`config.mk`:
```
export PLATFORM = sky130hd
export DESIGN_NAME = base64_codec_unit
export DESIGN_NICKNAME = d
export VERILOG_FILES = /design/src/hdl/b64c_pkg.sv /design/src/hdl/base64_codec_unit.sv /design/src/hdl/b64c_front.sv /design/src/hdl/b64c_queue.sv /design/src/hdl/b64c_back.sv
export VERILOG_INCLUDE_DIRS = /design/src /design/src/hdl
export SDC_FILE = /design/constraint.sdc
export NUM_CORES = 1
export LEC_CHECK = 0
export ABC_AREA = 0
export BUFFER_PORTS_ARGS = -buffer_cell sky130_fd_sc_hd__buf_2
export CAP_MARGIN = 20
export CORE_UTILIZATION = 52
export CTS_CLUSTER_DIAMETER = 150
export DETAILED_ROUTE_END_ITERATION = 10
export PLACE_DENSITY = 0.67
export REMOVE_ABC_BUFFERS = 1
export SYNTH_ARGS = -nofsm -noshare
export SYNTH_HDL_FRONTEND = slang
export SYNTH_HIERARCHICAL = 1
export SYNTH_SLANG_ARGS = --single-unit
```
`constraint.sdc`:
```
create_clock -name clk -period 4.8 [get_ports clk]
set_input_delay 0.24 -clock clk [delete_from_list [all_inputs] [get_ports clk]]
set_output_delay 0.24 -clock clk [all_outputs]
set_load 0.05 [all_outputs]
```
`src/hdl/base64_codec_unit_defines.svh`:
```
// Assertion helpers for the base64 codec.
`ifndef BASE64_CODEC_UNIT_DEFINES_SVH
`define BASE64_CODEC_UNIT_DEFINES_SVH

`ifndef SYNTHESIS
// Antecedent implies consequent in the same cycle.
`define ASSERT_IMPL(label, clk, rst_n, ante, cons) \
  label: assert property (@(posedge clk) disable iff (!rst_n) (ante) |-> (cons)) \
    else $error("assertion failed");
// Antecedent implies consequent in the following cycle.
`define ASSERT_NEXT(label, clk, rst_n, ante, cons) \
  label: assert property (@(posedge clk) disable iff (!rst_n) (ante) |=> (cons)) \
    else $error("assertion failed");
`else
`define ASSERT_IMPL(label, clk, rst_n, ante, cons)
`define ASSERT_NEXT(label, clk, rst_n, ante, cons)
`endif

`endif

```
`src/hdl/b64c_pkg.sv`:
```
`timescale 1ns / 1ps
`default_nettype none

package b64c_pkg;

  localparam logic [7:0] CHAR_PAD   = 8'h3D; // '='
  localparam logic [7:0] CHAR_PLUS  = 8'h2B;
  localparam logic [7:0] CHAR_SLASH = 8'h2F;
  localparam logic [7:0] CHAR_UC_A  = 8'h41;
  localparam logic [7:0] CHAR_UC_Z  = 8'h5A;
  localparam logic [7:0] CHAR_LC_A  = 8'h61;
  localparam logic [7:0] CHAR_LC_Z  = 8'h7A;
  localparam logic [7:0] CHAR_D0    = 8'h30;
  localparam logic [7:0] CHAR_D9    = 8'h39;

  // Up to four result bytes produced by one input transaction.
  typedef struct packed {
    logic [3:0][7:0] bytes;
    logic [1:0]      last_idx;
  } job_t;

  typedef struct packed {
    logic valid;
    job_t job;
  } push_t;

  function automatic logic [7:0] sextet_char(input logic [5:0] v);
    logic [7:0] c;
    if (v < 6'd26)      c = CHAR_UC_A + {2'b00, v};
    else if (v < 6'd52) c = CHAR_LC_A + {2'b00, v - 6'd26};
    else if (v < 6'd62) c = CHAR_D0 + {2'b00, v - 6'd52};
    else if (v == 6'd62) c = CHAR_PLUS;
    else                c = CHAR_SLASH;
    return c;
  endfunction

  // Bit 6 set marks a character outside the alphabet.
  function automatic logic [6:0] char_sextet(input logic [7:0] c);
    logic [6:0] s;
    if (c >= CHAR_UC_A && c <= CHAR_UC_Z)      s = {1'b0, 6'(c - CHAR_UC_A)};
    else if (c >= CHAR_LC_A && c <= CHAR_LC_Z) s = {1'b0, 6'(c - CHAR_LC_A + 8'd26)};
    else if (c >= CHAR_D0 && c <= CHAR_D9)     s = {1'b0, 6'(c - CHAR_D0 + 8'd52)};
    else if (c == CHAR_PLUS)                   s = 7'd62;
    else if (c == CHAR_SLASH)                  s = 7'd63;
    else                                       s = 7'h40;
    return s;
  endfunction

endpackage

`default_nettype wire

```
`src/hdl/base64_codec_unit.sv`:
```
// Streaming Base64 codec, standard alphabet. cfg_direction selects encode (0)
// or decode (1); writing it drops any partial group. An input transaction is
// taken whenever the job queue (QUEUE_DEPTH jobs) has room, and its results (up
// to four) leave one per cycle from the output register while out_ready is high.
// Encoding is paced by the output port, as three bytes give four characters;
// decoding takes one character a cycle unless the queue is full, as four
// characters give only three bytes. An item that flushes a padded group gives
// four characters. An item's first result passes through the job queue and then
// the output register. out_run_last marks the final result of each item; items
// that produce nothing leave no trace on the output. No clearing pass after reset.
`timescale 1ns / 1ps
`default_nettype none
`include "base64_codec_unit_defines.svh"

module base64_codec_unit #(
  parameter int QUEUE_DEPTH = 4
) (
  input  wire logic       clk,
  input  wire logic       rst_n,
  input  wire logic       cfg_valid,
  output logic            cfg_ready,
  input  wire logic       cfg_direction,
  input  wire logic       in_valid,
  output logic            in_ready,
  input  wire logic [7:0] in_data_byte,
  input  wire logic       in_message_end,
  output logic            out_valid,
  input  wire logic       out_ready,
  output logic [7:0]      out_byte,
  output logic            out_run_last
);

  b64c_pkg::push_t push;
  b64c_pkg::job_t  head;
  logic            q_full, head_valid, pop, in_fire;
  logic            last_leaving;

  assign cfg_ready = 1'b1;
  assign in_ready  = !q_full;
  assign in_fire   = in_valid && in_ready;

  // final byte of a job leaves with nothing queued behind it
  assign last_leaving = out_valid && out_ready && out_run_last && !head_valid;

  b64c_front u_front (
    .clk         (clk),
    .rst_n       (rst_n),
    .cfg_we      (cfg_valid && cfg_ready),
    .cfg_dir     (cfg_direction),
    .in_fire     (in_fire),
    .data_byte   (in_data_byte),
    .message_end (in_message_end),
    .push        (push)
  );

  b64c_queue #(
    .DEPTH (QUEUE_DEPTH)
  ) u_queue (
    .clk        (clk),
    .rst_n      (rst_n),
    .push       (push),
    .full       (q_full),
    .pop        (pop),
    .head_valid (head_valid),
    .head       (head)
  );

  b64c_back u_back (
    .clk          (clk),
    .rst_n        (rst_n),
    .head_valid   (head_valid),
    .head         (head),
    .pop          (pop),
    .out_valid    (out_valid),
    .out_ready    (out_ready),
    .out_byte     (out_byte),
    .out_run_last (out_run_last)
  );

  `ASSERT_IMPL(a_no_overflow, clk, rst_n, push.valid, !q_full)
  `ASSERT_IMPL(a_pop_has_data, clk, rst_n, pop, head_valid)
  `ASSERT_NEXT(a_drain_idle, clk, rst_n, last_leaving, !out_valid)

endmodule

`default_nettype wire

```
`src/hdl/b64c_front.sv`:
```
`timescale 1ns / 1ps
`default_nettype none

module b64c_front (
  input  wire logic           clk,
  input  wire logic           rst_n,
  input  wire logic           cfg_we,
  input  wire logic           cfg_dir,
  input  wire logic           in_fire,
  input  wire logic [7:0]     data_byte,
  input  wire logic           message_end,
  output b64c_pkg::push_t     push
);

  logic        direction_r;
  logic [1:0]  gc_r, gc_nxt;
  logic [17:0] held_r, held_nxt;
  logic        stopped_r, stopped_nxt;

  logic [6:0]  sx;
  logic [1:0]  flush_gc;
  logic [17:0] flush_held;
  logic        do_flush;
  logic [2:0]  n_res;
  b64c_pkg::job_t job;

  always_comb begin
    sx          = b64c_pkg::char_sextet(data_byte);
    gc_nxt      = gc_r;
    held_nxt    = held_r;
    stopped_nxt = stopped_r;
    job         = '0;
    n_res       = 3'd0;
    do_flush    = 1'b0;
    flush_gc    = gc_r;
    flush_held  = held_r;

    if (!direction_r) begin
      if (gc_r >= 2'd2) begin
        job.bytes[0] = b64c_pkg::sextet_char(held_r[15:10]);
        job.bytes[1] = b64c_pkg::sextet_char(held_r[9:4]);
        job.bytes[2] = b64c_pkg::sextet_char({held_r[3:0], data_byte[7:6]});
        job.bytes[3] = b64c_pkg::sextet_char(data_byte[5:0]);
        n_res    = 3'd4;
        gc_nxt   = 2'd0;
        held_nxt = '0;
      end else begin
        held_nxt = {held_r[9:0], data_byte};
        gc_nxt   = gc_r + 2'd1;
      end
      if (message_end) begin
        if (gc_nxt == 2'd1) begin
          job.bytes[0] = b64c_pkg::sextet_char(held_nxt[7:2]);
          job.bytes[1] = b64c_pkg::sextet_char({held_nxt[1:0], 4'b0000});
          job.bytes[2] = b64c_pkg::CHAR_PAD;
          job.bytes[3] = b64c_pkg::CHAR_PAD;
          n_res        = 3'd4;
        end else if (gc_nxt == 2'd2) begin
          job.bytes[0] = b64c_pkg::sextet_char(held_nxt[15:10]);
          job.bytes[1] = b64c_pkg::sextet_char(held_nxt[9:4]);
          job.bytes[2] = b64c_pkg::sextet_char({held_nxt[3:0], 2'b00});
          job.bytes[3] = b64c_pkg::CHAR_PAD;
          n_res        = 3'd4;
        end
      end
    end else if (!stopped_r) begin
      if (!sx[6]) begin
        if (gc_r == 2'd3) begin
          job.bytes[0] = held_r[17:10];
          job.bytes[1] = held_r[9:2];
          job.bytes[2] = {held_r[1:0], sx[5:0]};
          n_res    = 3'd3;
          gc_nxt   = 2'd0;
          held_nxt = '0;
        end else begin
          held_nxt = {held_r[11:0], sx[5:0]};
          gc_nxt   = gc_r + 2'd1;
        end
        do_flush   = message_end;
        flush_gc   = gc_nxt;
        flush_held = held_nxt;
      end else begin
        // '=' or stray character: flush what is held and stop
        do_flush    = 1'b1;
        stopped_nxt = 1'b1;
      end
      if (do_flush) begin
        if (flush_gc == 2'd2) begin
          job.bytes[0] = flush_held[11:4];
          n_res        = 3'd1;
        end else if (flush_gc == 2'd3) begin
          job.bytes[0] = flush_held[17:10];
          job.bytes[1] = flush_held[9:2];
          n_res        = 3'd2;
        end
        gc_nxt   = 2'd0;
        held_nxt = '0;
      end
    end

    if (message_end) begin
      gc_nxt      = 2'd0;
      held_nxt    = '0;
      stopped_nxt = 1'b0;
    end

    job.last_idx = 2'(n_res - 3'd1);
    push.valid   = in_fire && (n_res != 3'd0);
    push.job     = job;
  end

  always_ff @(posedge clk) begin
    if (!rst_n) begin
      direction_r <= 1'b0;
      gc_r        <= 2'd0;
      held_r      <= '0;
      stopped_r   <= 1'b0;
    end else if (cfg_we) begin
      direction_r <= cfg_dir;
      gc_r        <= 2'd0;
      held_r      <= '0;
      stopped_r   <= 1'b0;
    end else if (in_fire) begin
      gc_r        <= gc_nxt;
      held_r      <= held_nxt;
      stopped_r   <= stopped_nxt;
    end
  end

endmodule

`default_nettype wire

```
`src/hdl/b64c_queue.sv`:
```
`timescale 1ns / 1ps
`default_nettype none

module b64c_queue #(
  parameter int DEPTH = 4
) (
  input  wire logic           clk,
  input  wire logic           rst_n,
  input  wire b64c_pkg::push_t push,
  output logic                full,
  input  wire logic           pop,
  output logic                head_valid,
  output b64c_pkg::job_t      head
);

  localparam int PTR_W = (DEPTH > 1) ? $clog2(DEPTH) : 1;
  localparam int CNT_W = $clog2(DEPTH + 1);

  b64c_pkg::job_t    slot_r [DEPTH];
  logic [PTR_W-1:0]  wr_ptr_r, rd_ptr_r;
  logic [CNT_W-1:0]  count_r;
  logic              do_push, do_pop;

  assign full       = (count_r == CNT_W'(DEPTH));
  assign head_valid = (count_r != '0);
  assign head       = slot_r[rd_ptr_r];
  assign do_push    = push.valid && !full;
  assign do_pop     = pop && head_valid;

  function automatic logic [PTR_W-1:0] wrap_inc(input logic [PTR_W-1:0] p);
    return (p == PTR_W'(DEPTH - 1)) ? '0 : p + PTR_W'(1);
  endfunction

  always_ff @(posedge clk) begin
    if (do_push) slot_r[wr_ptr_r] <= push.job;
  end

  always_ff @(posedge clk) begin
    if (!rst_n) begin
      wr_ptr_r <= '0;
      rd_ptr_r <= '0;
      count_r  <= '0;
    end else begin
      if (do_push) wr_ptr_r <= wrap_inc(wr_ptr_r);
      if (do_pop)  rd_ptr_r <= wrap_inc(rd_ptr_r);
      if (do_push && !do_pop)      count_r <= count_r + CNT_W'(1);
      else if (do_pop && !do_push) count_r <= count_r - CNT_W'(1);
    end
  end

endmodule

`default_nettype wire

```
`src/hdl/b64c_back.sv`:
```
`timescale 1ns / 1ps
`default_nettype none

module b64c_back (
  input  wire logic           clk,
  input  wire logic           rst_n,
  input  wire logic           head_valid,
  input  wire b64c_pkg::job_t head,
  output logic                pop,
  output logic                out_valid,
  input  wire logic           out_ready,
  output logic [7:0]          out_byte,
  output logic                out_run_last
);

  logic           busy_r;
  b64c_pkg::job_t job_r;
  logic [1:0]     idx_r;
  logic           fire, at_end;

  assign out_valid    = busy_r;
  assign out_byte     = job_r.bytes[idx_r];
  assign at_end       = (idx_r == job_r.last_idx);
  assign out_run_last = at_end;
  assign fire         = busy_r && out_ready;
  // next job loads when idle or as the final byte of the current one leaves
  assign pop          = head_valid && (!busy_r || (fire && at_end));

  always_ff @(posedge clk) begin
    if (pop) job_r <= head;
  end

  always_ff @(posedge clk) begin
    if (!rst_n) begin
      busy_r <= 1'b0;
      idx_r  <= 2'd0;
    end else if (pop) begin
      busy_r <= 1'b1;
      idx_r  <= 2'd0;
    end else if (fire) begin
      if (at_end) busy_r <= 1'b0;
      else        idx_r  <= idx_r + 2'd1;
    end
  end

endmodule

`default_nettype wire

```
==> metrics.md, run 1 <==
| Metric | Value |
|---|---|
| Post-synth top area cell | `edfxtp_1` |
| CP Capture Type | `flop` |
| Maxcap violations | `0` |
| Synth Area in Adders | `between 8 and 9%` |
| Seq. cell area | `approximately 5800 um^2` |
| CTS buffer count | `20` |
| Global-route wire length before repair | `56600 um` |
| Die Y | `approximately 160 um` |
| Setup_tns | `0 ns` |
| Post-synth top cells | `edfxtp_1 (170), nand2_1 (104), ha_1 (92)` |
| Total global routing overflow | `0` |
| Main area contributors after synthesis | `edfxtp_1 (38%), ha_1 (8.5%), mux4_2 (6.3%), dfxtp_1 (5.0%), nand2_1 (2.9%)` |
| Setup CP Type | `reg2reg` |
| Synth Area in Simple Gates | `about an eighth` |
| Power Dens Cells | `between 300 and 400 nW/um^2` |
| Ys async rst share | `0%` |
| Initial Utilization | `about 53%` |
| Clock sinks | `204` |
| GR Util All Layers | `between 20% and 30%` |
| DP HPWL | `~26000 um` |
| Final period utilization | `about 86%` |
| Post-route cell area | `approximately 15000 um^2` |
| Slew HR | `between 20% and 30%` |
| Layout cells sized above 1 | `between 10% and 20%` |
| CTS hold repair buffers | `0` |
| P_leak | `~5 nW` |
| WP data arrival | `~4.5 ns` |
| Fill cells | `roughly 2100` |
| Root buf cell | `clkbuf_16` |
| CP max FO | `18` |
| RSZ-0062 raised after global routing | `no` |
| Seq/Total Area, Yosys | `42.8%` |
| Hold Path Class | `in2reg` |
| Yosys cell types | `slightly above 90` |
| H-Tree Depth | `1` |
| Total die area | `roughly 27000 um^2` |
| NumNets Final | `around 1400` |
| Multi-input combinational cell area | `7090 um^2` |
| Status | `complete, no violations` |
| Skew-Pair Late Insertion Delay | `0.49 ns` |
| Largest net degree at the start of global routing | `35` |
| Synthesized instance count | `1263` |
| Synth top area share | `37.8%` |
| Vias | `around 10000` |
| Avg Cell Area, Syn | `roughly 11 um^2` |
| Area Overhead vs Synth | `7.74%` |
| Drt first-iter violations | `roughly 1100` |
| # IOs | `27` |
| Core footprint | `25300 um^2` |
| Top FF cell, synth | `edfxtp_1` |
| Max Slew Vio Count | `0` |
| Pre-antenna DRT Iters | `6` |
| Post-placement cell area | `roughly 14000 um^2` |
| GP Congestion | `0.986` |
| Number of vias per cell | `roughly 6.5` |
| Yosys reg bits | `approximately 200` |
| Final min period | `about 4.1 ns` |
| Post-route ant nets | `0` |
| Largest family of logic cells by synthesized area | `compound AO/OA/AOI/OAI gates` |
| EDFF count, synth | `170` |
| Ys Warns | `6` |
| Worst setup SP type | `flop` |
| Max Freq | `between 200 and 250 MHz` |
| Design Power | `~5.5 mW` |
| Hold Vio Cnt, Final | `0` |
| CTS tree | `done` |
| Vias in the first global route | `~9700` |
| Data required time at the worst endpoint | `about 5.2 ns` |
| Clock Skew | `0.0191 ns` |
| Num rows | `between 50 and 60` |
| Port Buffer Count | `25` |
| Final Setup Violations | `0` |
| Diodes inserted | `0` |
| Top-count cell post-synth | `edfxtp_1` |
| Actual slew at the worst max-slew pin | `1.08 ns` |
| Antenna violations before repair | `0` |
| # Post-CTS Setup Buffers | `0` |
| Die X | `163 um` |
| Drt total wl | `36900 um` |
| Mux contribution to synthesized area | `8.32%` |
| Routed len/inst | `between 20 and 25 um` |
| Worst-path clk slew | `0.06 ns` |
| Synth Area in Compound Gates | `between 10% and 20%` |
| CTS resizes | `0` |
| Drc violations | `0` |
| Mapped cell area | `~14000 um^2` |
| CTS Buffer Depth | `3` |
| VDD IR max | `about 420 uV` |
| Xor-xnor portion of the synthesized cell area | `under 10%` |
[final timing paths]
check | endpoint | slack, ns | startpoint | cells past startpoint
setup / recovery | u_queue/count_r[2] | 0.69 | u_front/gc_r[1] | 18
hold / removal | u_front/direction_r | 0.02 | cfg_direction | 3
setup reg to reg | u_queue/count_r[2] | 0.69 | u_front/gc_r[1] | 18
hold reg to reg | u_queue/wr_ptr_r[1] | 0.51 | u_queue/wr_ptr_r[1] | 2
[kinds of logic after synthesis]
logic type	count (synthesis)
simple gates	347
compound gates	342
flops	204
buf+inv	139
fa+ha+maj	93
xor+xnor	79
mux	58
other cells	1
[where the power goes]
| part | leakage, nW | switching [mW] | total [mW] | internal, mW |
|---|---|---|---|---|
| registers | 1.84 | 0.133 | 2.38 | 2.25 |
| logic | 2.98 | 0.996 | 1.57 | 0.579 |
| clock network | 0.319 | 0.623 | 1.51 | 0.884 |
[sequential cells by signal (all words and copies together), names as in the netlist, named ones only]
name,count
u_front/stopped_r,1
u_back/out_valid,1
u_queue/slot_r,136
u_queue/count_r,3
u_front/direction_r,1
u_queue/rd_ptr_r,2
u_back/job_r,34
u_front/held_r,18
u_front/gc_r,2
u_back/idx_r,2
u_queue/wr_ptr_r,2
[cells in the final DEF (no fill, tap or decap), types with 6 or more instances in the layout]
cell type	n
o2111ai_1	7
ha_1	92
edfxtp_1	170
a31oi_1	18
o21ai_1	8
nand3_1	33
o22ai_1	8
a21oi_1	77
nand2b_1	18
a221oi_1	21
nand2_1	104
or3_1	8
o211ai_1	13
o31ai_1	8
nor2_1	72
nand3b_1	8
mux4_2	38
a211oi_1	23
clkinv_1	6
o21ai_0	64
buf_4	31
inv_1	47
xor2_1	35
and2_1	13
clkbuf_16	21
dfxtp_1	33
o221ai_1	10
nor2b_1	16
mux2i_1	13
buf_2	25
a311oi_1	7
xnor2_1	44
nand4_1	11
a21o_1	12
nor3_1	27
[final cells by class]
| class | count | area share, % |
|---|---|---|
| Clock buffer | 25 | 3.85 |
| Clock inverter | 11 | 0.567 |
| Inverter | 51 | 1.31 |
| Multi-Input combinational cell | 920 | 48.7 |
| Sequential cell | 204 | 39.7 |
| Tap cell | 330 | 2.84 |
| Timing Repair Buffer | 60 | 3.01 |
[routing by layer]
layer	global-route usage, %	up-vias	part of all wire [%]
li1	-	4780	-
met1	39.2	5054	43
met2	44.2	478	46
met3	3.73	78	7.3
met4	9.22	0	3.1
met5	0	-	0
[worst max-delay path, cell delays in order (launching register included)]
cell	delay, ns
dfxtp_1	0.33
buf_4	0.25
inv_1	0.16
ha_1	0.48
nand2_1	0.31
nor3_1	0.32
a21oi_1	0.08
nor2_1	0.09
o21ai_0	0.09
ha_1	0.22
o21ai_0	0.10
and2_1	0.16
nor2b_1	0.17
ha_1	0.20
inv_1	0.07
fa_1	0.38
xor2_1	0.16
or3_1	0.31
a21boi_0	0.16
[metrics by stage]
stage,std cells,utilization (%),worst slack (ns),hold slack (ns)
CTS,1601,57.5,0.717,0.00799
floorplan,1175,-,0.505,0.336
finish,1601,57.5,0.693,0.0227
detailed placement,1565,55.0,0.465,0.501
global route,1601,57.5,0.260,0.0417
global placement,1565,55.0,0.523,0.485
No activity file was read; power rests on OpenSTA's default activity.
==> inputs of run 2 (changes only) <==
--- a/config.mk
+++ b/config.mk
@@ -9,10 +9,13 @@
 export ABC_AREA = 0
 export BUFFER_PORTS_ARGS = -buffer_cell sky130_fd_sc_hd__buf_2
 export CAP_MARGIN = 20
+export CELL_PAD_IN_SITES_DETAIL_PLACEMENT = 1
+export CELL_PAD_IN_SITES_GLOBAL_PLACEMENT = 1
+export CORE_ASPECT_RATIO = 0.7
 export CORE_UTILIZATION = 52
 export CTS_CLUSTER_DIAMETER = 150
 export DETAILED_ROUTE_END_ITERATION = 10
-export PLACE_DENSITY = 0.67
+export PLACE_DENSITY = 0.81
 export REMOVE_ABC_BUFFERS = 1
 export SYNTH_ARGS = -nofsm -noshare
 export SYNTH_HDL_FRONTEND = slang
==> metrics.md, run 2 (same netlist as run 1, synthesis figures left out) <==
| Metric | Value |
|---|---|
| # IOs | `27 (unchanged)` |
| Skew-Pair Late Insertion Delay | `0.51 ns (+0.02 ns)` |
| VDD IR max | `287 uV (-32%)` |
| Placed cell count | `1564 (-0.064%)` |
| H-Tree Depth | `1 (unchanged)` |
| Max stage delay on crit path | `0.53 ns (+0.05 ns)` |
| Root buf cell | `clkbuf_16` |
| Largest net degree at the start of global routing | `35 (unchanged)` |
| Status | `complete, no violations` |
| Vias | `11400 (+9.3%)` |
| Power Dens Cells | `397 nW/um^2 (+5.9%)` |
| Vias in the first global route | `11100 (+15%)` |
| Core Util, Final | `58.4% (+0.90 points)` |
| Final min period | `4.63 ns (+0.523 ns)` |
| GP Congestion | `0.970 (-1.7%)` |
| Clock sinks | `204 (unchanged)` |
| Fin Hold WS | `0.0275 ns (+0.00477 ns)` |
| CTS buffer count | `20 (unchanged)` |
| Drt total wl | `46400 um (+26%)` |
| Slew HR | `23.4% (-4.3 points)` |
| Total global routing overflow | `0 (unchanged)` |
| Max Slew Vio Count | `0 (unchanged)` |
| CTS resizes | `0 (unchanged)` |
| Slowest CP cell | `ha_1` |
| Die Y | `137 um (-16%)` |
| Most flop-heavy register | `u_queue/slot_r` |
| Biggest regs | `u_queue/slot_r x136, u_back/job_r x34, u_front/held_r x18` |
| Most common cell after layout, fill and taps aside | `edfxtp_1` |
| Max reg flops | `136 (unchanged)` |
| CP Capture Type | `flop` |
| Hold Vio Cnt, Final | `0 (unchanged)` |
| P_leak | `5.20 nW (+1.2%)` |
| DP HPWL | `32500 um (+23%)` |
| Hold Path Class | `in2reg` |
| Clock Skew | `0.0199 ns (+0.000822 ns)` |
| Core footprint | `25100 um^2 (-0.88%)` |
| CTS hold repair buffers | `0 (unchanged)` |
| Setup CP Type | `reg2reg` |
| Pre-antenna DRT Iters | `8 (+2)` |
| Number of vias per cell | `7.08 (+9.2%)` |
| Die X | `195 um (+19%)` |
| Routed len/inst | `29.0 um (+26%)` |
| RSZ-0062 raised after global routing | `no` |
| Final Setup Violations | `0 (unchanged)` |
| Num rows | `48 (-17%)` |
| Commonest non-fill, non-tap cells in the layout | `edfxtp_1 (170), nand2_1 (104), ha_1 (92)` |
| Area Overhead vs Synth | `8.47%` |
| Final period utilization | `96.5% (+11 points)` |
| WP data arrival | `5.04 ns (+0.52 ns)` |
| CTS tree | `done` |
| CP max FO | `11 (-7)` |
| Post-route ant nets | `0 (unchanged)` |
| Antenna violations before repair | `0 (unchanged)` |
| Data required time at the worst endpoint | `5.21 ns (about the same)` |
| Initial Utilization | `53.8% (+0.47 points)` |
| Actual slew at the worst max-slew pin | `1.15 ns (+0.0672 ns)` |
| Layout cells sized above 1 | `13.2% (+0.66 points)` |
| Maxcap violations | `0 (unchanged)` |
| NumNets Final | `1370 (+0.37%)` |
| Port Buffer Count | `25 (unchanged)` |
| Critical path, cell by cell | `inv_1, ha_1, nand2_1, nor3_1, a21oi_1, nor2_1, o21ai_0, ha_1, o21ai_0, and2_1, nor2b_1, ha_1, inv_1, fa_1, xor2_1, or3_1, a21boi_0` |
| Total die area | `26700 um^2 (about the same)` |
| Worst setup SP type | `flop` |
| Cell mode on critical path | `ha_1` |
| CTS Buffer Depth | `3 (unchanged)` |
| Drc violations | `0 (unchanged)` |
| Design Power | `5.83 mW (+6.7%)` |
| Drt first-iter violations | `1595 (+39%)` |
| Max Freq | `216 MHz (-11%)` |
| Worst-path clk slew | `0.07 ns (about the same)` |
| Fill cells | `2676 (+25%)` |
| # Post-CTS Setup Buffers | `0 (unchanged)` |
| Global-route wire length before repair | `69500 um (+23%)` |
| Setup_tns | `0 ns (unchanged)` |
| Finished Layout Cells | `1603 (+0.12%)` |
| GR Util All Layers | `34.8% (+7.0 points)` |
-- run 2: final timing paths --
check / from / to / slack (ns) / cells after the start
hold reg to reg: u_front/held_r[16] / u_front/held_r[16] / 0.54 / 2
setup / recovery: u_front/gc_r[1] / u_queue/count_r[2] / 0.17 / 17
setup reg to reg: u_front/gc_r[1] / u_queue/count_r[2] / 0.17 / 17
hold / removal: cfg_direction / u_front/direction_r / 0.03 / 3
-- run 2: report_power, final --
part           switching [mW]  internal, mW  leakage [nW]  total, mW
clock network           0.701          1.01         0.339       1.71
registers               0.172          2.25          1.84       2.42
logic                    1.11         0.587          3.02       1.70
-- run 2: area by class of cell --
| type | instances | area (um^2) | area share (%) |
|---|---|---|---|
| Multi-Input combinational cell | 920 | 7100 | 48.4 |
| Sequential cell | 204 | 5790 | 39.5 |
| Clock buffer | 24 | 526 | 3.58 |
| Timing Repair Buffer | 65 | 468 | 3.19 |
| Tap cell | 325 | 407 | 2.77 |
| Inverter | 51 | 191 | 1.31 |
| Clock inverter | 12 | 183 | 1.25 |
| Antenna cell | 2 | 5.00 | 0.0341 |
-- run 2: per-layer routing --
layer | GRT usage (%) | part of all wire (%)
met2 | 53.2 | 43
met5 | 0 | 0
met4 | 9.61 | 3.0
met3 | 8.26 | 11
met1 | 49.4 | 43
-- run 2: stage by stage --
stage	worst slack, ns	area, um^2
3_3_place_gp	0.394	13900
3_5_place_dp	0.0574	13900
6_report	0.170	14700
2_1_floorplan	0.505	13100
4_1_cts	0.309	14600
5_1_grt	0.0172	14700
-- run 2: worst max-delay path, delay by kind of cell, from the launching register on --
family | cells | cell delay (ns)
flops | 1 | 0.50
xor+xnor | 1 | 0.18
fa+ha+maj | 4 | 1.44
simple gates | 6 | 1.58
buf+inv | 2 | 0.28
compound gates | 4 | 0.56
